File: config.mk
export PLATFORM = sky130hd
export DESIGN_NAME = baro_pc_cfg
export DESIGN_NICKNAME = d
export VERILOG_FILES = /design/src/sv/baro_pc_pkg.sv /design/src/sv/baro_pc_cfg.sv
export SDC_FILE = /design/constraint.sdc
export NUM_CORES = 1
export LEC_CHECK = 0
export BUFFER_PORTS_ARGS = -buffer_cell sky130_fd_sc_hd__buf_2
export CAP_MARGIN = 20
export CORE_UTILIZATION = 45
export DETAILED_ROUTE_END_ITERATION = 10
export PLACE_DENSITY = 0.76
export SLEW_MARGIN = 40
export SYNTH_ARGS = -nofsm -noshare
export SYNTH_HDL_FRONTEND = slang
export SYNTH_SLANG_ARGS = --single-unit
File: constraint.sdc
create_clock -name clk -period 0.9 [get_ports clk]
set_input_delay 0.045 -clock clk [delete_from_list [all_inputs] [get_ports clk]]
set_output_delay 0.045 -clock clk [all_outputs]
set_load 0.02 [all_outputs]
File: src/sv/baro_pc_pkg.sv
`timescale 1ns / 1ps
package baro_pc_pkg;

  localparam int RAW_W  = 24;
  localparam int COEF_W = 16;
  localparam int DT_W   = 25;
  localparam int PROD_W = 42;
  localparam int SQ_W   = 50;
  localparam int TP_W   = 19;
  localparam int TM_W   = 20;
  localparam int T2_W   = 19;
  localparam int ACC_W  = 48;
  localparam int RES_W  = 32;
  localparam int SPLIT  = 24;

  localparam logic signed [RES_W-1:0] TEMP_REF    = 32'sd2000;
  localparam logic signed [TM_W-1:0]  TM_OFS      = 20'sd3500;
  localparam logic signed [TP_W-1:0]  TP_VLOW_LIM = -19'sd3500;

  typedef enum logic [2:0] {
    REG_C1 = 3'd0,
    REG_C2 = 3'd1,
    REG_C3 = 3'd2,
    REG_C4 = 3'd3,
    REG_C5 = 3'd4,
    REG_C6 = 3'd5
  } reg_idx_t;

  typedef struct packed {
    logic [COEF_W-1:0] c1;
    logic [COEF_W-1:0] c2;
    logic [COEF_W-1:0] c3;
    logic [COEF_W-1:0] c4;
    logic [COEF_W-1:0] c5;
    logic [COEF_W-1:0] c6;
  } coef_t;

  // first-order results handed to the correction stages
  typedef struct packed {
    logic [RAW_W-1:0]        d1;
    logic signed [TP_W-1:0]  tp;
    logic signed [TM_W-1:0]  tm;
    logic signed [RES_W-1:0] temp;
    logic [T2_W-1:0]         t2;
    logic signed [ACC_W-1:0] off;
    logic signed [ACC_W-1:0] sens;
    logic                    low;
    logic                    vlow;
  } front_t;

  // corrected terms handed to the pressure stages
  typedef struct packed {
    logic [RAW_W-1:0]        d1;
    logic signed [RES_W-1:0] temp;
    logic signed [ACC_W-1:0] off;
    logic signed [ACC_W-1:0] sens;
  } corr_t;

endpackage

File: src/sv/baro_pc_cfg.sv
`timescale 1ns / 1ps
module baro_pc_cfg
  import baro_pc_pkg::*;
(
  input  logic        clk,
  input  logic        rst_n,
  input  logic        psel,
  input  logic        penable,
  input  logic        pwrite,
  input  logic [4:0]  paddr,
  input  logic [31:0] pwdata,
  output logic [31:0] prdata,
  output logic        pready,
  output coef_t       coef
);

  coef_t    coef_r;
  coef_t    coef_nxt;
  reg_idx_t idx;
  logic     wr_en;

  assign pready = 1'b1;
  assign wr_en  = psel & penable & pwrite;
  assign idx    = reg_idx_t'(paddr[4:2]);
  assign coef   = coef_r;

  always_comb begin
    coef_nxt = coef_r;
    if (wr_en) begin
      unique case (idx)
        REG_C1: coef_nxt.c1 = pwdata[COEF_W-1:0];
        REG_C2: coef_nxt.c2 = pwdata[COEF_W-1:0];
        REG_C3: coef_nxt.c3 = pwdata[COEF_W-1:0];
        REG_C4: coef_nxt.c4 = pwdata[COEF_W-1:0];
        REG_C5: coef_nxt.c5 = pwdata[COEF_W-1:0];
        REG_C6: coef_nxt.c6 = pwdata[COEF_W-1:0];
        default: ;  // drop writes beyond the register list
      endcase
    end
  end

  always_comb begin
    unique case (idx)
      REG_C1:  prdata = {16'b0, coef_r.c1};
      REG_C2:  prdata = {16'b0, coef_r.c2};
      REG_C3:  prdata = {16'b0, coef_r.c3};
      REG_C4:  prdata = {16'b0, coef_r.c4};
      REG_C5:  prdata = {16'b0, coef_r.c5};
      REG_C6:  prdata = {16'b0, coef_r.c6};
      default: prdata = 32'b0;
    endcase
  end

  always_ff @(posedge clk) begin
    if (!rst_n) begin
      coef_r <= '0;
    end else begin
      coef_r <= coef_nxt;
    end
  end

endmodule

## Yosys cells after proc, flatten, opt, wreduce, memory -nomap -nowiden

Index checks and enable logic that the tools add are counted.

| word-level totals | value |
|---|---|
| flip-flop bits (word level) | 96 |
| latch bits | 0 |
| RAM bits | 0 |
| ROM bits | 0 |
| output and inout bits | 129 |
| logic and storage cells | 21 |
| memories kept | 0 |

| operators by class | value |
|---|---|
| $add $sub $neg | 0 |
| multipliers | 0 |
| div/mod/pow operators | 0 |
| magnitude comparators | 0 |
| eq/ne operators | 5 |
| shifts and indexed selects | 0 |
| mux-type cells | 1 |
| bitwise gates (word level) | 2 |
| reductions and logical operators | 7 |

Operators with widths:

| kind | count |
|---|---|
| one-hot mux 16 bit (6 select lines) | 1 |
| AND reduction 2 bit | 6 |
| == test 3 x 2 -> 1 bit (second input constant) | 2 |
| == test 3 bit (second input constant) | 2 |
| == test 3 x 1 -> 1 bit (second input constant) | 1 |
| zero test 3 bit | 1 |
| bitwise AND 1 bit | 2 |

## Logic depth before layout (Yosys ltp)

| depth | value |
|---|---|
| word-level depth | 3 |
| depth in mapped cells | 5 |

## Least setup slack after synthesis

OpenSTA, ideal clock, no wires.

| timing path | value |
|---|---|
| path kind | register -> output |
| start | register coef_r (netlist bit coef[92]) |
| end | output prdata[12] |
| data arrival time | 1165 ps |
| data required time | 855 ps |
| slack | -310 ps |
| stages on the path, launching flop included | 4 |
| path buffers | 0 |
| cells stage by stage | dfxtp_1 > mux2_2 > a22oi_1 > o21ai_0 |

| on the way | value |
|---|---|
| cells in the longest elaborated chain, start to end | 1 |

Ends and longest elaborated chain:

| element | RTL line | source |
|---|---|---|
| from (decl) | baro_pc_cfg.sv:17 | `coef_t coef_r;` |
| from (signal assigned) | baro_pc_cfg.sv:58 | `coef_r <= coef_nxt;` |
| one-hot mux 16 bit (6 select lines) | baro_pc_cfg.sv:43 | `unique case (idx)` |
| to (decl) | baro_pc_cfg.sv:12 | `output logic [31:0] prdata,` |

Every way passes these cells.

## Worst setup path after layout

| timing path | value |
|---|---|
| start | register coef_r (netlist bit coef[88]) |
| end | output prdata[8] |

Same word-level chain as after synthesis.

==> results.md <==
- Minimum clock period: 1540 ps
- CTS tree: done
- Filler instances: 441
- Grt ovf: 0
- PnR worst setup slack: -640 ps
- Crit. End Element: output port
- Clk root buf: clkbuf_8
- Compound-Gate Fraction of Synth Area: 0.0598
- Cell row count: 36
- Post-Synth Simple-Gate Area: 0.138
- Synth area leaders: dfxtp_1 (42%), mux2i_1 (27%), nand2_1 (9.2%)
- Sum Neg Setup Slack: -17530 ps
- Hold Crit Class: input pin to register
- Commonest non-fill, non-tap cell in the layout: buf_6
- Largest family of logic cells by synthesized area: multiplexers
- Yosys cell types: 25
- Status: finished, violations left
- First-pass GRT wire length: 24600 µm
- Synth Area in XOR/XNOR: 0
- Fin util: 0.846
- DP HPWL: 9710 µm
- Final Net Count: 769
- Crit path max-delay cell type: dfxtp_2
- Setup violators final: 139
- Initial antenna violation count: 0
- Share of the synthesized area in the top cell type: 0.421
- GRT Overall Usage: 0.316
- Max FFs per register: 96
- Clock Latency Late Sink: 370 ps
- Area share of fa/ha/maj cells after synthesis: 0
- Crit-path cells: mux2_4, a221oi_2, a21oi_2, buf_6
- Number of global-route vias before repair: 4577
- Synth warnings: 0
- Core Region: 9820 µm²
- CP max FO: 2
- Failing checks: setup timing
- Count of final max-slew check failures: 0
- Synth Register Bits: 96
- Final WL: 19000 µm
- DRC: 0
- Area grow syn2layout: 81.9%
- CTS sink count: 96
- Syn Inst Count: 446
- Final RePlAce weighted congestion: 0.871
- Wire per inst: 22.0 µm
- Initial DRC count: 249
- Relative slew slack: 0.622
- Max Clk Rate: 649 MHz
- Ant. Diodes: 0
- H-tree lvl count: 3
- MaxCap Viol Count: 0
- Commonest cells after routing, fill and taps aside: buf_6 (197), mux2i_1 (117), nand2_1 (109)
- Final Hold Viols: 0
- Total number of vias: 4794
- Antenna Nets Post-Route: 0
- Initial Util: 0.465
- Port Buffers: 135
- CTS max path bufs: 2
- Num CTS Buffers: 9
- Via density: 5.54
- Die width: 103 µm
- Ports: 171
- Largest net degree at the start of global routing: 48
- Critical path class: register to output port
- Flip-flop and latch area: 2070 µm²
- Worst Tran Pin Value: 566 ps
- Multi-input gate area: 2600 µm²
- Drt first pass iters: 5
- Final Cycle Share: 1.71
- P_leak: 3.63 nW
- Die Y: 103 µm
- Area of the die: 10500 µm²
- Cts hold-fix bufs: 0
- Worst-path clk slew: 120 ps
- Avg Cell Area, Syn: 10.2 µm²
- Share of layout cells above drive strength 1: 0.648
- Leading area contributor after synthesis: dfxtp_1
- Post-Syn Area: 4560 µm²
- WP data required: 850 ps
- Startpoint types: register
- Power density over the cells: 1000 nW/µm²
- Clk_skew: 0 ps
- VDD IR-drop max: 734 µV
- Crit path DAT: 1500 ps
- Post-synthesis mux area share: 0.304
- RSZ-0062 raised after global routing: true
- Register area share after synthesis: 0.421
- Max stage delay on crit path: 350 ps
[stage by stage]
step	power (mW)	area [µm²]	hold slack (ps)	cells	setup slack [ps]
floorplan	4.98	4760	286	461	-96.8
global placement	5.26	6310	424	798	-371
detailed placement	5.28	6310	443	798	-382
CTS	8.03	7700	43.5	825	-570
global route	8.56	8300	63.9	865	-669
finish	8.33	8300	74.6	865	-640
[kinds of logic (layout without fill, tap and decap cells)]
family | after synthesis | after routing
multiplexers | 137 | 137
AND/OR/NAND/NOR | 126 | 126
flip-flops | 96 | 96
buffers and inverters | 46 | 317
AO/OA/AOI/OAI | 39 | 39
other | 2 | 17
[synthesized netlist by cell type]
cell type / instances
a21oi_1: 3
a221oi_1: 3
a22oi_1: 7
a32oi_1: 4
and2b_1: 1
buf_12: 1
buf_2: 2
buf_4: 20
buf_6: 7
buf_8: 2
clkbuf_1: 13
clkinv_1: 1
conb_1: 2
dfxtp_1: 96
mux2_2: 14
mux2i_1: 123
nand2_1: 112
nand2b_2: 2
nand4_4: 1
nand4b_4: 1
nor2_8: 6
nor2b_1: 2
o21ai_0: 13
o22a_1: 9
or2_4: 1
[power breakdown]
part / leakage, nW / internal [mW] / switching [mW]
registers: 0.826 / 4.25 / 0.0303
clock network: 0.0941 / 1.12 / 1.77
logic: 2.71 / 0.506 / 0.663
[layout make-up]
type / instances / share of cell area
sequential: 96 / 0.250
multi-input combinational: 319 / 0.313
clock buffer: 10 / 0.0166
timing repair buffer: 300 / 0.394
clock inverter: 6 / 0.00573
tap: 133 / 0.0200
inverter: 1 / 0.000452
[worst max-delay path: cells and delay by family, from the launching register on]
kind,cells,cell delay [ps]
muxes,1,270
buffers and inverters,1,140
DFF,1,350
AOI/OAI and AO/OA,2,360
[path summary, 6_finish.rpt]
path	from	to	slack (ps)	cells after the start
worst max-delay path	coef[88]	prdata[8]	-640	4
worst min-delay path	pwdata[6]	coef[38]	70	3
worst max register to register	coef[88]	coef[88]	-60	5
worst min register to register	coef[63]	coef[63]	490	2
[per-layer routing]
layer	vias up	global-route usage	wire (µm)
met5	-	0	0
met4	0	0.160	1100
met3	99	0.0664	1230
met2	297	0.554	9790
met1	2320	0.362	6900
li1	2078	-	-
[what timing repair did]
| action | in CTS | in global routing |
|---|---|---|
| resized for setup | 383 | 75 |
| cloned | 0 | 2 |
| pin swaps | 11 | 16 |
| setup buffers | 18 | 61 |
| endpoints found under the setup margin | 112 | 144 |
No activity file was read; power rests on OpenSTA's default activity.
