File: config.mk
export PLATFORM = sky130hd
export DESIGN_NAME = baro_pc_press
export DESIGN_NICKNAME = d
export VERILOG_FILES = /design/src/sv/baro_pc_pkg.sv /design/src/sv/baro_pc_press.sv
export SDC_FILE = /design/constraint.sdc
export NUM_CORES = 2
export LEC_CHECK = 0
export ABC_AREA = 0
export BUFFER_PORTS_ARGS = -buffer_cell sky130_fd_sc_hd__buf_4
export CAP_MARGIN = 25
export CORE_ASPECT_RATIO = 1.75
export CORE_UTILIZATION = 45
export DETAILED_ROUTE_END_ITERATION = 16
export PLACE_DENSITY_LB_ADDON = 0.15
export SYNTH_ARGS = -nofsm -noshare
export SYNTH_HDL_FRONTEND = slang
export SYNTH_SLANG_ARGS = --single-unit
export TNS_END_PERCENT = 30
File: constraint.sdc
create_clock -name clk -period 12.85 [get_ports clk]
set_input_delay 1.9275 -clock clk [delete_from_list [all_inputs] [get_ports clk]]
set_output_delay 1.9275 -clock clk [all_outputs]
set_load 0.1 [all_outputs]
File: src/sv/baro_pc_pkg.sv
`timescale 1ns / 1ps
package baro_pc_pkg;

  localparam int RAW_W  = 24;
  localparam int COEF_W = 16;
  localparam int DT_W   = 25;
  localparam int PROD_W = 42;
  localparam int SQ_W   = 50;
  localparam int TP_W   = 19;
  localparam int TM_W   = 20;
  localparam int T2_W   = 19;
  localparam int ACC_W  = 48;
  localparam int RES_W  = 32;
  localparam int SPLIT  = 24;

  localparam logic signed [RES_W-1:0] TEMP_REF    = 32'sd2000;
  localparam logic signed [TM_W-1:0]  TM_OFS      = 20'sd3500;
  localparam logic signed [TP_W-1:0]  TP_VLOW_LIM = -19'sd3500;

  typedef enum logic [2:0] {
    REG_C1 = 3'd0,
    REG_C2 = 3'd1,
    REG_C3 = 3'd2,
    REG_C4 = 3'd3,
    REG_C5 = 3'd4,
    REG_C6 = 3'd5
  } reg_idx_t;

  typedef struct packed {
    logic [COEF_W-1:0] c1;
    logic [COEF_W-1:0] c2;
    logic [COEF_W-1:0] c3;
    logic [COEF_W-1:0] c4;
    logic [COEF_W-1:0] c5;
    logic [COEF_W-1:0] c6;
  } coef_t;

  // first-order results handed to the correction stages
  typedef struct packed {
    logic [RAW_W-1:0]        d1;
    logic signed [TP_W-1:0]  tp;
    logic signed [TM_W-1:0]  tm;
    logic signed [RES_W-1:0] temp;
    logic [T2_W-1:0]         t2;
    logic signed [ACC_W-1:0] off;
    logic signed [ACC_W-1:0] sens;
    logic                    low;
    logic                    vlow;
  } front_t;

  // corrected terms handed to the pressure stages
  typedef struct packed {
    logic [RAW_W-1:0]        d1;
    logic signed [RES_W-1:0] temp;
    logic signed [ACC_W-1:0] off;
    logic signed [ACC_W-1:0] sens;
  } corr_t;

endpackage

File: src/sv/baro_pc_press.sv
`timescale 1ns / 1ps
module baro_pc_press
  import baro_pc_pkg::*;
(
  input  logic                    clk,
  input  logic                    rst_n,
  input  logic                    in_valid,
  output logic                    in_ready,
  input  corr_t                   in_data,
  output logic                    out_valid,
  input  logic                    out_ready,
  output logic signed [RES_W-1:0] temp,
  output logic signed [RES_W-1:0] pressure
);

  logic v7_r, v8_r, v9_r;
  logic en7, en8, en9;

  logic [2*SPLIT-1:0]        pl_r;
  logic signed [2*SPLIT:0]   ph_r;
  logic signed [RES_W-1:0]   temp7_r, temp8_r, temp9_r;
  logic signed [ACC_W-1:0]   off7_r, off8_r;
  logic signed [63:0]        prod_r;
  logic signed [63:0]        prod_nxt;
  logic signed [63:0]        pw;
  logic signed [RES_W-1:0]   press_r;

  assign en9      = !v9_r || out_ready;
  assign en8      = !v8_r || en9;
  assign en7      = !v7_r || en8;
  assign in_ready = en7;

  assign out_valid = v9_r;
  assign temp      = temp9_r;
  assign pressure  = press_r;

  // recombine the two partial products of d1 * sens
  assign prod_nxt = $signed({16'b0, pl_r}) + (64'(ph_r) <<< SPLIT);
  assign pw       = ((prod_r >>> 21) - 64'(off8_r)) >>> 15;

  always_ff @(posedge clk) begin
    if (!rst_n) begin
      v7_r <= 1'b0;
      v8_r <= 1'b0;
      v9_r <= 1'b0;
    end else begin
      if (en7) v7_r <= in_valid;
      if (en8) v8_r <= v7_r;
      if (en9) v9_r <= v8_r;
    end
  end

  always_ff @(posedge clk) begin
    if (en7) begin
      pl_r    <= in_data.d1 * in_data.sens[SPLIT-1:0];
      ph_r    <= $signed({1'b0, in_data.d1}) * $signed(in_data.sens[ACC_W-1:SPLIT]);
      temp7_r <= in_data.temp;
      off7_r  <= in_data.off;
    end
    if (en8) begin
      prod_r  <= prod_nxt;
      temp8_r <= temp7_r;
      off8_r  <= off7_r;
    end
    if (en9) begin
      press_r <= pw[RES_W-1:0];
      temp9_r <= temp8_r;
    end
  end

endmodule

-- After elaboration in Yosys (flattened, before gate mapping)
Cells that the tools add are included.
- output and inout port bits: 66
- flip-flop bits (word level): 377
- word-level logic and storage cells: 22
- input bits: 156
- $add $sub $neg: 2
- reductions and logical operators: 6
- multipliers: 2
- operator list (cell ; count):
    49-bit by 64-bit adder with 64-bit output ; 1
    24-bit by 24-bit multiplier with 48-bit output ; 1
    43-bit by 47-bit subtractor with 47-bit output ; 1
    25-bit by 24-bit multiplier with 40-bit output ; 1
    1-bit logical NOT ; 3
    1-bit logical OR ; 3

-- Logic depth before layout (Yosys ltp)
- word-level depth: 4
- mapped depth: 30
- gate-level depth less buffers: 28

-- Worst setup path before layout
No wires, ideal clock.
- kind: input -> register
- start point: input in_data[141] in the netlist's numbering
- end point: register pl_r[44], data pin
- setup time: 0.262 ns
- buffers on the path: 2
- cell stages on the path: 30
- slack: 3.664 ns
- arrival time: 8.924 ns
- required time: 12.588 ns
- cells stage by stage: clkbuf_1 > clkbuf_1 > nand2_1 > fa_1 > inv_1 > fa_1 > inv_1 > fa_1 > inv_1 > fa_1 > inv_1 > fa_1 > inv_1 > fa_1 > inv_1 > fa_1 > inv_1 > ha_1 > a21o_1 > a21oi_1 > o21ai_1 > a221oi_2 > a21oi_1 > o41ai_2 > o31ai_1 > a41o_1 > a211o_1 > a21oi_2 > o21bai_1 > xor2_1
- cells in the longest elaborated chain, start to end: 1
- RTL lines (item ; line ; text):
    from (decl) ; baro_pc_press.sv:9 ; input corr_t in_data,
    24-bit by 24-bit multiplier with 48-bit output ; baro_pc_press.sv:55 ; pl_r <= in_data.d1 * in_data.sens[SPLIT-1:0];
    to (signal assigned) ; baro_pc_press.sv:55 ;
    to (decl) ; baro_pc_press.sv:19 ; logic [2*SPLIT-1:0] pl_r;
No other way between the ends.
A chain may end at the register's enable or synchronous reset.

-- Final worst setup path
- start point: input in_data[137] in the netlist's numbering
- end point: register pl_r[41], data pin
The elaborated chain is that of the path after synthesis.

==> qor.yml <==
timing:
  tightest_slew_ps: 870.3
  setup_viol: 0
  holdWs_ps: 415.7
  setup_tns_ps: 0
  period_needed_ps: 9602
  hold_violations: 0
  fin_ws_ps: 3248
  rsz0062_at_grt: "false"
  finalMaxSlewViolations: 0
  period_share: 0.7473
  slew-limit-headroom: 0.4198
  fin_worst_skew_ps: 12.60
  fmaxAchievable_mhz: 104.1
status:
  status: "finished clean"
drt:
  drt_pass1_iterations: 5
  drcViolationCount: 0
  route.antenna.remaining_nets: 0
  routed_wl_um: 124900
  vias: 32070
  viasPerCell: 5.171
  drt-wirelength-per-cell_um: 20.14
  first_iter_violations: 1197
setup_path:
  worstSetupPathType: "in2reg"
  crit_fanout: 48
  required_ps: 13160
  r2r_cells: 14
  reg2reg_slack_ps: 8600
  critPathLaunchType: "input port"
  r2r-start: "off8_r[7]"
  cp_data_arrival_time_ps: 9920
  endpoint_kind: "register"
  rr_endpoint: "pressure[30]"
global_routing:
  grt_pass1_wl_um: 197900
  grt_usage: 0.2380
  first_global_vias: 35950
  antenna_found_initial: 3
  grt_overflow: 0
  grt_max_degree: 65
logic_synthesis:
  synth_flop_cell: "edfxtp_1"
  synth_warnings: 0
  synth_edf_count: 332
  synthXorXnorAreaFrac: 0.02408
  synth_fa_ha_area_frac: 0.4895
  ys_seq_elements: 335
  synth_compound_area_frac: 0.03748
  synthMuxAreaShare: 0.0002069
  synth_top_family_by_area: "adder cells"
  syn-num-nets: 6246
  ys_types: 58
  synth_area_um2: 48370
  synthSimpleGateAreaFrac: 0.1387
  async_flop_share: 0
  seq_area_frac_synth: 0.2073
  syn_area_per_cell_um2: 10.16
  netlist_instances: 4761
placement:
  placed_cells: 6148
  place_congestion: 0.8757
  numPortBuffers: 220
  hpwl_um: 94000
  pre_cts_slack_ps: 2651
min_path:
  hold_depth: 0
  hold_start: "off7_r[3]"
  hold_class: "reg2reg"
  holdPathEnd: "off8_r[3]"
cts:
  cts.repair.resized: 0
  cts_root_buffer: "clkbuf_16"
  clkTransAtPathRegs_ps: 70
  tritoncts: "yes"
  cts_made_buffers: 29
  clock_latency_ps: 570
  hold_buffers: 0
  postCtsSetupBuffers: 0
  clockBufferDepth: 3
  clock-sinks: 335
  htreeDepth: 1
floorplanning:
  die_area_um2: 108900
  row_count: 158
  fp.dieW_um: 249.8
  die_h_um: 435.7
  design.core.area_um2: 106200
  initial_core_util: 0.4557
  ios: 222
cells_and_area:
  finalNetCount: 6304
  final_cells: 6203
  drive_above_1_share: 0.06176
  nFillCells: 9968
  area_growth_pct: 7.599
flow_run:
  maxCapViolCount: 0
-- metal layers --
metal	vias to the layer above	wire, um	global-route usage
li1	14330	-	-
met1	16660	47250	0.2699
met2	810	68010	0.4573
met3	277	4302	0.01528
met4	0	5378	0.09697
met5	-	0	0
-- per-stage QoR --
step / utilization / area [um2]
detailed placement: 0.4814 / 51100
global route: 0.4903 / 52050
CTS: 0.4902 / 52040
global placement: 0.4814 / 51100
finish: 0.4903 / 52050
floorplan: - / 48370
-- sequential cells by signal (all words and copies together), names as in the netlist, 32 cells and up --
register  cells
off7_r       47
off8_r       47
prod_r       43
ph_r         40
pressure     32
temp7_r      32
temp8_r      32
temp         32
-- cell families (layout without fill, tap and decap cells) --
logic type,after synthesis,after routing
buf+inv,1323,1403
xor+xnor,133,133
compound gates,274,274
simple gates,1366,1366
mux,1,1
other cells,0,2
fa+ha+maj,1329,1329
flops,335,335
-- area by class of cell --
type,instances,area [um2],share of cell area
Multi-Input combinational cell,3103,33400,0.6416
Sequential cell,335,10030,0.1927
Inverter,1108,4159,0.07991
Timing Repair Buffer,242,1817,0.03490
Tap cell,1360,1702,0.03269
Clock buffer,32,737.0,0.01416
Clock inverter,21,202.7,0.003894
Antenna cell,2,5.005,0.00009616
-- synth_stat cells (15+ instances only) --
cell / count / area share
ha_1: 390 / 0.10
inv_1: 1108 / 0.086
o21a_1: 20 / 0.0031
nand2_1: 653 / 0.051
nand3_1: 31 / 0.0032
xor2_1: 43 / 0.0078
fa_1: 939 / 0.39
edfxtp_1: 332 / 0.21
a21oi_1: 84 / 0.0087
a21o_1: 64 / 0.0099
nor3_1: 24 / 0.0025
o21ai_0: 38 / 0.0039
nor2b_1: 29 / 0.0038
clkbuf_1: 214 / 0.017
nor2_1: 57 / 0.0044
and2_1: 509 / 0.066
o21bai_1: 15 / 0.0023
xnor2_1: 90 / 0.016
nand2b_1: 21 / 0.0027
-- critical path: stages --
cell,delay (ps)
buf_4,630
and2_1,260
fa_1,450
fa_1,520
inv_1,50
fa_1,470
inv_1,50
fa_1,500
inv_1,60
fa_1,550
inv_1,50
fa_1,470
inv_1,50
fa_1,470
inv_1,40
ha_1,310
a21o_1,190
a21oi_1,130
o21ai_1,100
a221oi_2,330
a21oi_1,240
o41ai_2,660
o31ai_1,260
a41o_1,370
a21oi_1,240
o21ai_0,120
xor2_1,400
-- worst max path at each step --
stage | start | to | slack, ps | cells past startpoint
finish | in_data[137] | pl_r[41] | 3250 | 27
global route | in_data[139] | pl_r[47] | 2830 | 29
CTS | in_data[139] | pl_r[44] | 3260 | 29
detailed placement | in_data[139] | pl_r[44] | 2650 | 29
global placement | in_data[139] | pl_r[44] | 2650 | 29
floorplan | in_data[141] | pl_r[44] | 3660 | 30
-- cell usage in the layout (no fill, tap or decap), types with 30 or more instances in the layout --
cell type	synthesis	final
a21oi_1	84	84
edfxtp_1	332	332
xnor2_1	90	90
a21o_1	64	64
nand3_1	31	30
xor2_1	43	43
o21ai_0	38	38
ha_1	390	390
inv_1	1108	1107
fa_1	939	939
buf_4	0	242
nor2_1	57	57
and2_1	509	509
nand2_1	653	652
Power is not shown: default switching activity piles up to over one toggle a cycle in this logic, so the estimate is an artifact.
