$ cat src/sv/baro_pc_pkg.sv
`timescale 1ns / 1ps
package baro_pc_pkg;

  localparam int RAW_W  = 24;
  localparam int COEF_W = 16;
  localparam int DT_W   = 25;
  localparam int PROD_W = 42;
  localparam int SQ_W   = 50;
  localparam int TP_W   = 19;
  localparam int TM_W   = 20;
  localparam int T2_W   = 19;
  localparam int ACC_W  = 48;
  localparam int RES_W  = 32;
  localparam int SPLIT  = 24;

  localparam logic signed [RES_W-1:0] TEMP_REF    = 32'sd2000;
  localparam logic signed [TM_W-1:0]  TM_OFS      = 20'sd3500;
  localparam logic signed [TP_W-1:0]  TP_VLOW_LIM = -19'sd3500;

  typedef enum logic [2:0] {
    REG_C1 = 3'd0,
    REG_C2 = 3'd1,
    REG_C3 = 3'd2,
    REG_C4 = 3'd3,
    REG_C5 = 3'd4,
    REG_C6 = 3'd5
  } reg_idx_t;

  typedef struct packed {
    logic [COEF_W-1:0] c1;
    logic [COEF_W-1:0] c2;
    logic [COEF_W-1:0] c3;
    logic [COEF_W-1:0] c4;
    logic [COEF_W-1:0] c5;
    logic [COEF_W-1:0] c6;
  } coef_t;

  // first-order results handed to the correction stages
  typedef struct packed {
    logic [RAW_W-1:0]        d1;
    logic signed [TP_W-1:0]  tp;
    logic signed [TM_W-1:0]  tm;
    logic signed [RES_W-1:0] temp;
    logic [T2_W-1:0]         t2;
    logic signed [ACC_W-1:0] off;
    logic signed [ACC_W-1:0] sens;
    logic                    low;
    logic                    vlow;
  } front_t;

  // corrected terms handed to the pressure stages
  typedef struct packed {
    logic [RAW_W-1:0]        d1;
    logic signed [RES_W-1:0] temp;
    logic signed [ACC_W-1:0] off;
    logic signed [ACC_W-1:0] sens;
  } corr_t;

endpackage

$ cat src/sv/baro_pc_corr.sv
`timescale 1ns / 1ps
module baro_pc_corr
  import baro_pc_pkg::*;
(
  input  logic   clk,
  input  logic   rst_n,
  input  logic   in_valid,
  output logic   in_ready,
  input  front_t in_data,
  output logic   out_valid,
  input  logic   out_ready,
  output corr_t  out_data
);

  logic v4_r, v5_r, v6_r;
  logic en4, en5, en6;

  front_t                   s4_r, s5_r;
  logic signed [2*TP_W-1:0] tp2_r;
  logic signed [2*TM_W-1:0] tm2_r;
  logic signed [ACC_W-1:0]  off2_r, sens2_r;
  logic signed [ACC_W-1:0]  off2_nxt, sens2_nxt;
  logic signed [ACC_W-1:0]  tp2x, tm2x;
  corr_t                    s6_r;
  corr_t                    s6_nxt;

  assign en6      = !v6_r || out_ready;
  assign en5      = !v5_r || en6;
  assign en4      = !v4_r || en5;
  assign in_ready = en4;

  assign out_valid = v6_r;
  assign out_data  = s6_r;

  assign tp2x = ACC_W'(tp2_r);
  assign tm2x = ACC_W'(tm2_r);

  // 61*tp^2/16 and 2*tp^2, plus the deep-cold terms 15*tm^2 and 8*tm^2
  always_comb begin
    off2_nxt  = ((tp2x <<< 6) - (tp2x <<< 2) + tp2x) >>> 4;
    sens2_nxt = tp2x <<< 1;
    if (s4_r.vlow) begin
      off2_nxt  = off2_nxt + ((tm2x <<< 4) - tm2x);
      sens2_nxt = sens2_nxt + (tm2x <<< 3);
    end
  end

  always_comb begin
    s6_nxt      = '0;
    s6_nxt.d1   = s5_r.d1;
    s6_nxt.temp = s5_r.temp;
    s6_nxt.off  = s5_r.off;
    s6_nxt.sens = s5_r.sens;
    if (s5_r.low) begin
      s6_nxt.temp = s5_r.temp - $signed({13'b0, s5_r.t2});
      s6_nxt.off  = s5_r.off - off2_r;
      s6_nxt.sens = s5_r.sens - sens2_r;
    end
  end

  always_ff @(posedge clk) begin
    if (!rst_n) begin
      v4_r <= 1'b0;
      v5_r <= 1'b0;
      v6_r <= 1'b0;
    end else begin
      if (en4) v4_r <= in_valid;
      if (en5) v5_r <= v4_r;
      if (en6) v6_r <= v5_r;
    end
  end

  always_ff @(posedge clk) begin
    if (en4) begin
      s4_r  <= in_data;
      tp2_r <= in_data.tp * in_data.tp;
      tm2_r <= in_data.tm * in_data.tm;
    end
    if (en5) begin
      s5_r    <= s4_r;
      off2_r  <= off2_nxt;
      sens2_r <= sens2_nxt;
    end
    if (en6) begin
      s6_r <= s6_nxt;
    end
  end

endmodule

$ cat config.mk
export PLATFORM = sky130hd
export DESIGN_NAME = baro_pc_corr
export DESIGN_NICKNAME = d
export VERILOG_FILES = /design/src/sv/baro_pc_pkg.sv /design/src/sv/baro_pc_corr.sv
export SDC_FILE = /design/constraint.sdc
export NUM_CORES = 2
export LEC_CHECK = 0
export BUFFER_PORTS_ARGS = -buffer_cell sky130_fd_sc_hd__clkbuf_2
export CAP_MARGIN = 10
export CORE_UTILIZATION = 53
export DETAILED_ROUTE_END_ITERATION = 12
export PLACE_DENSITY = 0.73
export SYNTH_ARGS = -nofsm -noshare
export SYNTH_HDL_FRONTEND = slang
export SYNTH_SLANG_ARGS = --single-unit
$ cat constraint.sdc
create_clock -name clk -period 8.5 [get_ports clk]
set_clock_uncertainty 0.2 [all_clocks]
set_input_delay 0.85 -clock clk [delete_from_list [all_inputs] [get_ports clk]]
set_output_delay 0.85 -clock clk [all_outputs]
set_load 0.01 [all_outputs]
; ---- Word level (Yosys, flattened, before mapping)
; Cells that the tools add are included.
[op_classes]
muxes = 3
n_reduce_logical = 6
mul = 2
addsub = 8
[op_table]
columns = op, count
row1 = $mux W128, 1
row2 = $mux W48, 2
row3 = $sub A48 B48 Y48, 2
row4 = $sub A44 B40 Y45, 2
row5 = $add A42 B45 Y46, 1
row6 = $add A45 B38 Y46, 1
row7 = $add A39 B43 Y44, 1
row8 = $mul A20 B20 Y40, 1
row9 = $mul A19 B19 Y38, 1
row10 = $sub A32 B20 Y32, 1
row11 = $logic_not A1 Y1, 3
row12 = $logic_or A1 B1 Y1, 3
[word_totals]
elab_cells = 44
in_bits = 216
register_bits = 674

; ---- Logic depth before layout (Yosys ltp)
[logic_depth]
depth_word = 4
depth_mapped = 28

; ---- Worst setup path after synthesis
; Ideal clock, no wire load.
[synth_timing]
path_kind = input-to-reg
from = input out_ready
to = register s4_r[0] (netlist bit), enable pin
arrival_ps = 6691
setup_time_ps = 2569
required_ps = 5731
path_slack_ps = -960
stages = 2
cell_sequence = nor2b_1 > nand3_1
[synth_between]
elab_chain_len = 3
[synth_lines]
columns = element, line
row1 = "start, declared", baro_pc_corr.sv:11  ; input logic out_ready,
row2 = $logic_or A1 B1 Y1, baro_pc_corr.sv:27  ; assign en6 = !v6_r || out_ready;
row3 = $logic_or A1 B1 Y1, baro_pc_corr.sv:28  ; assign en5 = !v5_r || en6;
row4 = $logic_or A1 B1 Y1, baro_pc_corr.sv:29  ; assign en4 = !v4_r || en5;
row5 = named net in_ready, baro_pc_corr.sv:8  ; output logic in_ready,
row6 = "end signal, assigned", baro_pc_corr.sv:75  ; s4_r <= in_data;
row7 = "end, declared", baro_pc_corr.sv:18  ; front_t s4_r, s5_r;
; The timed path passes the listed nets, and every way through them passes these cells.
; A chain may end at the register's enable or synchronous reset.

; ---- Final worst setup path
[layout_timing]
from = register tp2_r[7]
to = register off2_r[43], data pin
[layout_between]
elab_chain_len = 4
[layout_lines]
columns = element, line
row1 = "start, declared", baro_pc_corr.sv:19  ; logic signed [2*TP_W-1:0] tp2_r;
row2 = "start signal, assigned", baro_pc_corr.sv:76  ; tp2_r <= in_data.tp * in_data.tp;
row3 = $sub A44 B40 Y45, baro_pc_corr.sv:40  ; off2_nxt = ((tp2x <<< 6) - (tp2x <<< 2) + tp2x) >>> 4;
row4 = $add A45 B38 Y46 *, baro_pc_corr.sv:40
row5 = $add A42 B45 Y46, baro_pc_corr.sv:43  ; off2_nxt = off2_nxt + ((tm2x <<< 4) - tm2x);
row6 = $mux W48 *, baro_pc_corr.sv:42  ; if (s4_r.vlow) begin
row7 = named net off2_nxt[43], baro_pc_corr.sv:22  ; logic signed [ACC_W-1:0] off2_nxt, sens2_nxt;
row8 = "end signal, assigned", baro_pc_corr.sv:81  ; off2_r <= off2_nxt;
row9 = "end, declared", baro_pc_corr.sv:21  ; logic signed [ACC_W-1:0] off2_r, sens2_r;
; Mark *: on every way through the listed nets, which the timed path passes. The rest lies on a longest branch.

==> results.json <==
{
  "die-width_um": 345.6,
  "setup_ws_ps": 937.2,
  "post-route-drc-count": 0,
  "syn2layout_area_growth_pct": 9.325,
  "mostFrequentLayoutCell": "inv_1",
  "io_buffers": 369,
  "post-cts-setup-buffers": 0,
  "crit_type": "reg2reg",
  "synth_area_leaders": "edfxtp_1 (32%), fa_1 (25%), ha_1 (9.7%)",
  "first_pass_iters": 6,
  "start_util_pct": 53.64,
  "post-place-cells": 7558,
  "grt_setup_unrepaired": "no",
  "root_buffer": "clkbuf_16",
  "pre_cts_slack_ps": 446.1,
  "multi_input_area_um2": 37640,
  "dpl.hpwl_um": 124800,
  "worst-path-buf-inv": 3,
  "clock_sinks": 664,
  "numCtsBuffers": 70,
  "netlist_area_um2": 62580,
  "seqCellArea_um2": 19910,
  "postCtsHoldBufs": 0,
  "path_clk_slew_ps": 70,
  "synth_seq_cells": 664,
  "cts_tree": "built",
  "viasPerCell": 5.512,
  "overflow": 0,
  "setup_viol": 0,
  "hold_path_class": "in2reg",
  "clock_path_buffers": 3,
  "core-area_um2": 116700,
  "layout.nets": 7597,
  "ant_nets": 0,
  "place.gp.congestion": 0.9556,
  "synth_top_area_share_pct": 31.72,
  "synth.distinct_cells": 94,
  "grt_pass1_wl_um": 241700,
  "drtIter0Drc": 2872,
  "cp-end-kind": "register",
  "fmaxAchievable_mhz": 132.2,
  "cts_resized": 0,
  "max-cap-violations": 0,
  "min_period_over_period_pct": 88.97,
  "required_ps": 8650,
  "tightest_slew_ps": 1147,
  "syn-num-nets": 7265,
  "finalNonFillerCells": 7688,
  "grt_max_degree": 90,
  "track_usage_pct": 25.69,
  "slew_headroom_pct": 22.73,
  "worstHoldStart": "in_data[143]",
  "critical-path-max-stage-delay_ps": 630,
  "io_pins": 370,
  "final_cell_mix": "inv_1 (1205), fa_1 (792), edfxtp_1 (661)",
  "status": "complete, no violations",
  "timing.rr.start": "tp2_r[7]",
  "fin_crit_ps": 7563,
  "crit_slowest_cell": "a2111oi_0",
  "slew_viol_final": 0,
  "dieArea_um2": 119500,
  "cp-startpoint": "tp2_r[7]",
  "tns_ps": 0,
  "final_hold_viol_count": 0,
  "critPathTopFamily": "compound AO/OA/AOI/OAI gates",
  "die_y_um": 345.6,
  "h-tree-depth": 3,
  "critPathArrivalTime_ps": 7710,
  "crit_fanout": 6,
  "fillers": 9719,
  "synth_ff_type": "edfxtp_1",
  "grt_pass1_vias": 44017,
  "synthCells": 5774,
  "drive_above_1_share_pct": 10.47,
  "finalWirelength_um": 152500,
  "wire_per_inst_um": 19.83,
  "clkLatencyLatePin_ps": 620,
  "yosys.area.top_type": "edfxtp_1",
  "async_reset_ff_share_pct": 0,
  "seq_area_frac_synth_pct": 31.81,
  "yosysWarningCount": 0,
  "row_count": 125,
  "synth_edf_count": 661,
  "syn_avg_cell_area_um2": 10.84,
  "vias": 42379,
  "antenna_found_initial": 5,
  "crit_path_start_kind": "register"
}
[metrics by stage]
step / hold slack [ps] / util [%] / cell area (um^2)
global route: 172.3 / 58.64 / 68410
floorplan: 200.3 / - / 62590
finish: 199.1 / 58.64 / 68420
CTS: 158.9 / 58.64 / 68410
detailed placement: 204.5 / 56.62 / 66060
global placement: 200.9 / 56.62 / 66060
[cell type report]
type / count / area share [%]
multi-input cells: 3766 / 55.02
flip-flops and latches: 664 / 29.10
inverters: 1208 / 6.635
repair buffers: 396 / 3.014
well taps: 1524 / 2.787
clock buffers: 84 / 2.637
clock inverters: 44 / 0.8010
diodes: 2 / 0.007315
[metal layers]
layer	wire (um)	GRT usage (%)	part of all wire [%]
met5	55	0	0.036
met1	65700	34.41	43
met2	74520	44.17	49
met4	3765	6.685	2.5
met3	8429	3.270	5.5
[cell usage after synthesis, drive strengths merged (43+ instances only)]
cell    instances
o21ai         192
xor2          108
clkbuf        127
and2          165
nor2b          52
a211oi         46
xnor2         203
ha            483
o21a           43
nand2         409
edfxtp        661
a21oi         261
mux2           91
inv          1207
o21bai         43
a21o          149
nor2          192
nand3          51
fa            792
[kinds of logic after synthesis]
family	Yosys count	share of synthesized area (%)
multiplexers	113	1.989
flip-flops	664	31.81
XOR/XNOR	311	4.352
AND/OR/NAND/NOR	1100	8.573
adder cells (fa/ha/maj)	1275	34.99
buffers and inverters	1344	8.069
AO/OA/AOI/OAI	967	10.21
[state kept, by name (all words and copies together), names as in the netlist]
signal / cells
off2_r: 46
out_data: 152
out_valid: 1
s4_r: 173
s5_r: 172
sens2_r: 42
tm2_r: 39
tp2_r: 37
v4_r: 1
v5_r: 1
[final timing paths]
check / to / slack (ps) / cells after the start
setup reg to reg: off2_r[43] / 940 / 26
hold reg to reg: s5_r[8] / 210 / 0
hold / removal: s4_r[143] / 200 / 1
setup / recovery: off2_r[43] / 940 / 26
[worst reg2reg max path, stage by stage, from the launching register on]
cell and delay [ps]:
edfxtp_1 570, inv_1 120, fa_1 550, inv_1 40, ha_1 360, a21o_1 200, a21o_1 170, a2111oi_0 440
o41ai_1 180, o2111ai_1 220, a21o_1 160, nor2b_1 230, o311ai_1 140, xnor2_1 370, fa_1 480, inv_1 70
ha_1 300, o211ai_1 120, o21ai_0 140, a2111oi_0 640, o2111ai_1 460, nand4_1 240, nand2_1 140, a211oi_2 330
nand4b_1 140, o221a_2 160, xor2_1 130
Power is not shown: default switching activity piles up to over one toggle a cycle in this logic, so the estimate is an artifact.
