===== config.mk =====
export PLATFORM = sky130hd
export DESIGN_NAME = baro_pc_front
export DESIGN_NICKNAME = d
export VERILOG_FILES = /design/src/sv/baro_pc_pkg.sv /design/src/sv/baro_pc_front.sv
export SDC_FILE = /design/constraint.sdc
export NUM_CORES = 2
export LEC_CHECK = 0
export ABC_AREA = 0
export BUFFER_PORTS_ARGS = -buffer_cell sky130_fd_sc_hd__buf_4
export CORE_MARGIN = 2
export CORE_UTILIZATION = 64
export CTS_CLUSTER_DIAMETER = 120
export DETAILED_ROUTE_END_ITERATION = 10
export PLACE_DENSITY = 0.83
export SETUP_SLACK_MARGIN = 0.2
export SLEW_MARGIN = 10
export SYNTH_ARGS = -nofsm -noshare
export SYNTH_HDL_FRONTEND = slang
export SYNTH_SLANG_ARGS = --single-unit

===== constraint.sdc =====
create_clock -name clk -period 18.95 [get_ports clk]
set_input_delay 0 -clock clk [delete_from_list [all_inputs] [get_ports clk]]
set_output_delay 0 -clock clk [all_outputs]
set_load 0.02 [all_outputs]

===== src/sv/baro_pc_pkg.sv =====
`timescale 1ns / 1ps
package baro_pc_pkg;

  localparam int RAW_W  = 24;
  localparam int COEF_W = 16;
  localparam int DT_W   = 25;
  localparam int PROD_W = 42;
  localparam int SQ_W   = 50;
  localparam int TP_W   = 19;
  localparam int TM_W   = 20;
  localparam int T2_W   = 19;
  localparam int ACC_W  = 48;
  localparam int RES_W  = 32;
  localparam int SPLIT  = 24;

  localparam logic signed [RES_W-1:0] TEMP_REF    = 32'sd2000;
  localparam logic signed [TM_W-1:0]  TM_OFS      = 20'sd3500;
  localparam logic signed [TP_W-1:0]  TP_VLOW_LIM = -19'sd3500;

  typedef enum logic [2:0] {
    REG_C1 = 3'd0,
    REG_C2 = 3'd1,
    REG_C3 = 3'd2,
    REG_C4 = 3'd3,
    REG_C5 = 3'd4,
    REG_C6 = 3'd5
  } reg_idx_t;

  typedef struct packed {
    logic [COEF_W-1:0] c1;
    logic [COEF_W-1:0] c2;
    logic [COEF_W-1:0] c3;
    logic [COEF_W-1:0] c4;
    logic [COEF_W-1:0] c5;
    logic [COEF_W-1:0] c6;
  } coef_t;

  // first-order results handed to the correction stages
  typedef struct packed {
    logic [RAW_W-1:0]        d1;
    logic signed [TP_W-1:0]  tp;
    logic signed [TM_W-1:0]  tm;
    logic signed [RES_W-1:0] temp;
    logic [T2_W-1:0]         t2;
    logic signed [ACC_W-1:0] off;
    logic signed [ACC_W-1:0] sens;
    logic                    low;
    logic                    vlow;
  } front_t;

  // corrected terms handed to the pressure stages
  typedef struct packed {
    logic [RAW_W-1:0]        d1;
    logic signed [RES_W-1:0] temp;
    logic signed [ACC_W-1:0] off;
    logic signed [ACC_W-1:0] sens;
  } corr_t;

endpackage


===== src/sv/baro_pc_front.sv =====
`timescale 1ns / 1ps
module baro_pc_front
  import baro_pc_pkg::*;
(
  input  logic             clk,
  input  logic             rst_n,
  input  coef_t            coef,
  input  logic             in_valid,
  output logic             in_ready,
  input  logic [RAW_W-1:0] d1,
  input  logic [RAW_W-1:0] d2,
  output logic             out_valid,
  input  logic             out_ready,
  output front_t           out_data
);

  logic v1_r, v2_r, v3_r;
  logic en1, en2, en3;

  logic [RAW_W-1:0]         d1_s1_r, d1_s2_r;
  logic signed [DT_W-1:0]   dt_r;
  logic signed [DT_W-1:0]   dt_nxt;
  logic signed [PROD_W-1:0] p6_r, p4_r, p3_r;
  logic signed [SQ_W-1:0]   pdd_r;
  front_t                   s3_r;
  front_t                   s3_nxt;
  logic signed [TP_W-1:0]   tp;

  assign en3      = !v3_r || out_ready;
  assign en2      = !v2_r || en3;
  assign en1      = !v1_r || en2;
  assign in_ready = en1;

  assign out_valid = v3_r;
  assign out_data  = s3_r;

  assign dt_nxt = $signed({1'b0, d2}) - $signed({1'b0, coef.c5, 8'b0});

  assign tp = TP_W'(p6_r >>> 23);

  always_comb begin
    s3_nxt      = '0;
    s3_nxt.d1   = d1_s2_r;
    s3_nxt.tp   = tp;
    s3_nxt.tm   = TM_W'(tp) + TM_OFS;
    s3_nxt.temp = RES_W'(tp) + TEMP_REF;
    s3_nxt.t2   = pdd_r[SQ_W-1:31];
    s3_nxt.off  = $signed({15'b0, coef.c2, 17'b0}) + ACC_W'(p4_r >>> 6);
    s3_nxt.sens = $signed({16'b0, coef.c1, 16'b0}) + ACC_W'(p3_r >>> 7);
    s3_nxt.low  = tp < 0;
    s3_nxt.vlow = tp < TP_VLOW_LIM;
  end

  always_ff @(posedge clk) begin
    if (!rst_n) begin
      v1_r <= 1'b0;
      v2_r <= 1'b0;
      v3_r <= 1'b0;
    end else begin
      if (en1) v1_r <= in_valid;
      if (en2) v2_r <= v1_r;
      if (en3) v3_r <= v2_r;
    end
  end

  always_ff @(posedge clk) begin
    if (en1) begin
      d1_s1_r <= d1;
      dt_r    <= dt_nxt;
    end
    if (en2) begin
      d1_s2_r <= d1_s1_r;
      p6_r    <= dt_r * $signed({1'b0, coef.c6});
      p4_r    <= dt_r * $signed({1'b0, coef.c4});
      p3_r    <= dt_r * $signed({1'b0, coef.c3});
      pdd_r   <= dt_r * dt_r;
    end
    if (en3) begin
      s3_r <= s3_nxt;
    end
  end

endmodule


# Word-level counts from Yosys, hierarchy flattened
# Index checks and enable logic that the tools add are counted.
[word_totals] register_bits=464 out_inout_bits=214
[op_classes] n_addsub=5 multipliers=4 magnitude_cmp=2 reduce_logical=6
[ops] op="$mul A25 B17 Y42" n=3
[ops] op="$mul A25 B25 Y50" n=1
[ops] op="$add A34 B36 Y37" n=1
[ops] op="$add A33 B35 Y36" n=1
[ops] op="$sub A24 B24 Y25" n=1
[ops] op="$add A19 B12 Y20 const B" n=1
[ops] op="$add A19 B13 Y20 const B" n=1
[ops] op="$lt A19 B1 Y1 const B" n=1
[ops] op="$lt A19 B13 Y1 const B" n=1
[ops] op="$logic_not A1 Y1" n=3
[ops] op="$logic_or A1 B1 Y1" n=3

# Logic depth before layout (Yosys ltp)
[logic_depth] depth_word=4 mapped_depth=28

# Worst setup path before layout
# Ideal clock, no wire load.
[synth_path] path_type="reg-to-reg" start="register dt_r[15]" end="register pdd_r[44], data pin" setup_ns=0.258 t_arrival_ns=7.057 t_required_ns=18.692 path_slack_ns=11.635 stages_incl_launch_ff=26 n_path_buf=2 period_less_slack_ns=7.315 path_cell_list="edfxtp_1 clkbuf_1 clkbuf_1 nand2_1 fa_1 inv_1 fa_1 inv_1 fa_1 inv_1 fa_1 inv_1 fa_1 inv_1 fa_1 fa_1 ha_1 a211oi_1 o21ai_1 or4b_1 a21o_1 a211o_1 a211oi_4 o21ai_1 a21o_1 xnor2_1"
[synth_between] elab_chain_len=1
[synth_rtl] item="from (decl)" line_no="baro_pc_front.sv:21" text="logic signed [DT_W-1:0] dt_r;"
[synth_rtl] item="from (signal assigned)" line_no="baro_pc_front.sv:69" text="dt_r <= dt_nxt;"
[synth_rtl] item="$mul A25 B25 Y50" line_no="baro_pc_front.sv:76" text="pdd_r <= dt_r * dt_r;"
[synth_rtl] item="to (signal assigned)" line_no="baro_pc_front.sv:76"
[synth_rtl] item="to (decl)" line_no="baro_pc_front.sv:24" text="logic signed [SQ_W-1:0] pdd_r;"
# Every way passes these cells.
# A chain may end at the register's enable or synchronous reset.

# Worst setup path after layout
[layout_path] start="register dt_r[6]" end="register pdd_r[46], data pin"
# The elaborated chain is that of the path after synthesis.

==> summary.txt <==
Setup path
  • CP max FO: 47
  • Crit path kind: reg2reg
  • Critical Path End Type: flop
  • Startpoint types: flop
  • Crit path DAT: 8.83 ns
  • Worst EP required: 19.31 ns

Synth
  • Synth Area in Compound Gates: 0.0343
  • Combinational family with the most area after synthesis: adder cells
  • Most used DFF post-synth: edfxtp_1
  • Synth unique cells: 74
  • Synth Area in Adders: 0.557
  • Post-synth ARST share: 0
  • Yosys warns: 0
  • Post-Synth Simple-Gate Area: 0.120
  • Netlist Area Pre-Place: 0.0752 mm^2
  • XOR/XNOR Fraction of Synth Area: 0.0246
  • Synthesized Nets: 9978
  • Mux share of post-synthesis cell area: 0.000549
  • Cells after synthesis: 7549
  • Number of synthesized flops with an enable pin: 352
  • Mean post-synth cell area: 9.97 um^2
  • Register area share after synthesis: 0.141
  • Synth Register Bits: 355

Routing
  • DRC violations left: 0
  • Antenna Nets Post-Route: 0
  • Vias per inst: 5.59
  • Total number of vias: 52100
  • Drt pass-1 iters: 7
  • 1st-iter DRT viols: 3667
  • Routed wirelength normalized by instance count: 19.6 um
  • Drt total wl: 183000 um

Global route
  • First-pass GRT wire length: 304000 um
  • Total track usage: 0.322
  • Largest net degree at the start of global routing: 100
  • GRT overflow: 0
  • Number of global-route vias before repair: 59600
  • Initial antenna violation count: 11

Clocking
  • Clock Tree Root: clkbuf_16
  • CTS Buf Count: 43
  • CTS tree: done
  • Clock transition at the registers of the reported paths: 0.07 ns
  • Clk Latency, worst-skew pair: 0.64 ns
  • Clk buf depth: 3
  • Count of clock tree sinks: 355
  • H-Tree Depth: 2

Final layout
  • Syn-to-layout area delta: 8.09%
  • Seq. cell area: 0.0106 mm^2
  • Most common cell after layout, fill and taps aside: inv_1
  • Fillers: 8316
  • Post-Layout Inst Area: 0.0813 mm^2
  • Most frequent cells in the layout: inv_1, fa_1, nand2_1, and2_1, ha_1
  • Share of layout cells above drive strength 1: 0.0649
  • Area of the multi-input gates: 0.0554 mm^2
  • Final Core Density: 0.699
  • Nets: 10200

Placement
  • # port buffers: 361
  • Gp weighted congestion: 0.923
  • Placed cell areas: 0.0788 mm^2
  • DP HPWL: 143000 um

STA
  • Worst hold margin: 0.0428 ns
  • Achievable Freq: 118 MHz
  • Skew final: 0.0363 ns
  • Final Cycle Share: 0.447
  • Post-layout minimum cycle time: 8.47 ns
  • Fin. Hold Viols: 0
  • Worst slew pin tran: 1.13 ns
  • Slew HR: 0.249
  • RSZ-0062 raised after global routing: no
  • Final setup fails: 0
  • Final Max Slew Viols: 0
  • Setup TNS: 0 ns

Floorplan
  • I/O pin cnt: 362
  • Core area: 0.116 mm^2
  • Std-Cell Rows: 125
  • Die ar.: 0.120 mm^2
  • DIE HEIGHT: 347 um
  • Die W: 347 um
  • Starting density of the core: 0.647

Run status
  • Status: completed

Run
  • MaxCap Viol Count: 0

Min path
  • Hold/Removal Path Class: in2reg
==> cell type report <==
type	instances	share of cell area
multi-input cells	4780	0.681
flip-flops and latches	355	0.131
inverters	2055	0.0950
repair buffers	524	0.0520
well taps	1524	0.0234
clock buffers	47	0.0134
clock inverters	30	0.00395
diodes	9	0.000277
==> cells in the mapped netlist, types with 7 or more instances <==
cell type	number	area (um^2)
o211ai_1	10	75.1
o21a_1	25	188
a21o_1	51	383
and2_1	593	3710
xnor2_1	154	1350
and3_1	19	119
nand4_1	18	113
nor2b_1	36	225
o21ai_1	15	75.1
inv_1	2054	7710
or2_2	7	43.8
nand3_1	40	200
ha_1	505	6320
or3_1	9	56.3
nor2_1	128	480
a21oi_1	135	676
buf_4	42	315
a31oi_1	7	43.8
a211oi_1	13	97.6
o31ai_1	9	67.6
xor2_1	57	499
a21boi_0	12	90.1
edfxtp_1	352	10600
o21ai_0	51	255
nor3_1	32	160
fa_1	1776	35600
nand2_1	977	3670
o21bai_1	8	60.1
clkbuf_1	312	1170
nand2b_1	17	106
==> kinds of logic (layout without fill, tap and decap cells) <==
| logic type | after synthesis | after routing |
|---|---|---|
| multiplexers | 4 | 4 |
| adder cells (fa/ha/maj) | 2281 | 2281 |
| XOR/XNOR | 211 | 211 |
| AO/OA/AOI/OAI | 390 | 390 |
| other | 0 | 9 |
| flip-flops | 355 | 355 |
| buffers and inverters | 2414 | 2656 |
| AND/OR/NAND/NOR | 1894 | 1894 |
==> routing by layer <==
metal | track usage | wire length [um] | vias to the layer above
li1 | - | - | 22300
met1 | 0.391 | 64900 | 26600
met2 | 0.551 | 91800 | 2549
met3 | 0.0546 | 15200 | 672
met4 | 0.172 | 10800 | 8
met5 | 0 | 48 | -
==> state kept, by name, indices dropped and copies added (netlist names) <==
signal	flops
pdd_r	19
out_data	170
d1_s2_r	24
p4_r	36
out_valid	1
dt_r	25
p3_r	35
d1_s1_r	24
v2_r	1
p6_r	19
v1_r	1
==> what timing repair did <==
item                      4_1_cts  5_1_grt
setup buffers                   0        0
hold buffers                  112        0
gates resized for setup         0        0
hold endpoints to repair       83        0
==> worst max-delay path: stages (launching register included) <==
cell,delay [ns]
edfxtp_1,0.32
buf_4,0.38
buf_4,0.62
and2_1,0.27
inv_1,0.07
fa_1,0.50
inv_1,0.05
fa_1,0.48
inv_1,0.06
fa_1,0.53
inv_1,0.05
fa_1,0.50
inv_1,0.06
fa_1,0.52
inv_1,0.05
fa_1,0.51
fa_1,0.44
ha_1,0.35
a211oi_1,0.28
o21ai_1,0.12
or4b_1,0.50
a21o_1,0.24
a211o_1,0.42
a211oi_4,0.34
o41ai_1,0.15
a211oi_1,0.29
nor2_1,0.08
==> worst paths after layout <==
| kind | start | endpoint | slack (ns) | cells past startpoint |
|---|---|---|---|---|
| max | dt_r[6] | pdd_r[46] | 10.48 | 26 |
| min | coef[21] | dt_r[14] | 0.04 | 5 |
| max reg2reg | dt_r[6] | pdd_r[46] | 10.48 | 26 |
| min reg2reg | p4_r[15] | out_data[59] | 0.42 | 0 |
==> metrics by stage <==
stage          std cells  worst slack [ns]
2_1_floorplan       7549             11.64
3_3_place_gp        9126             10.77
3_5_place_dp        9126             10.64
4_1_cts             9315             10.59
5_1_grt             9321             10.11
6_report            9324             10.48
Power is not shown: default switching activity piles up to over one toggle a cycle in this logic, so the estimate is an artifact.
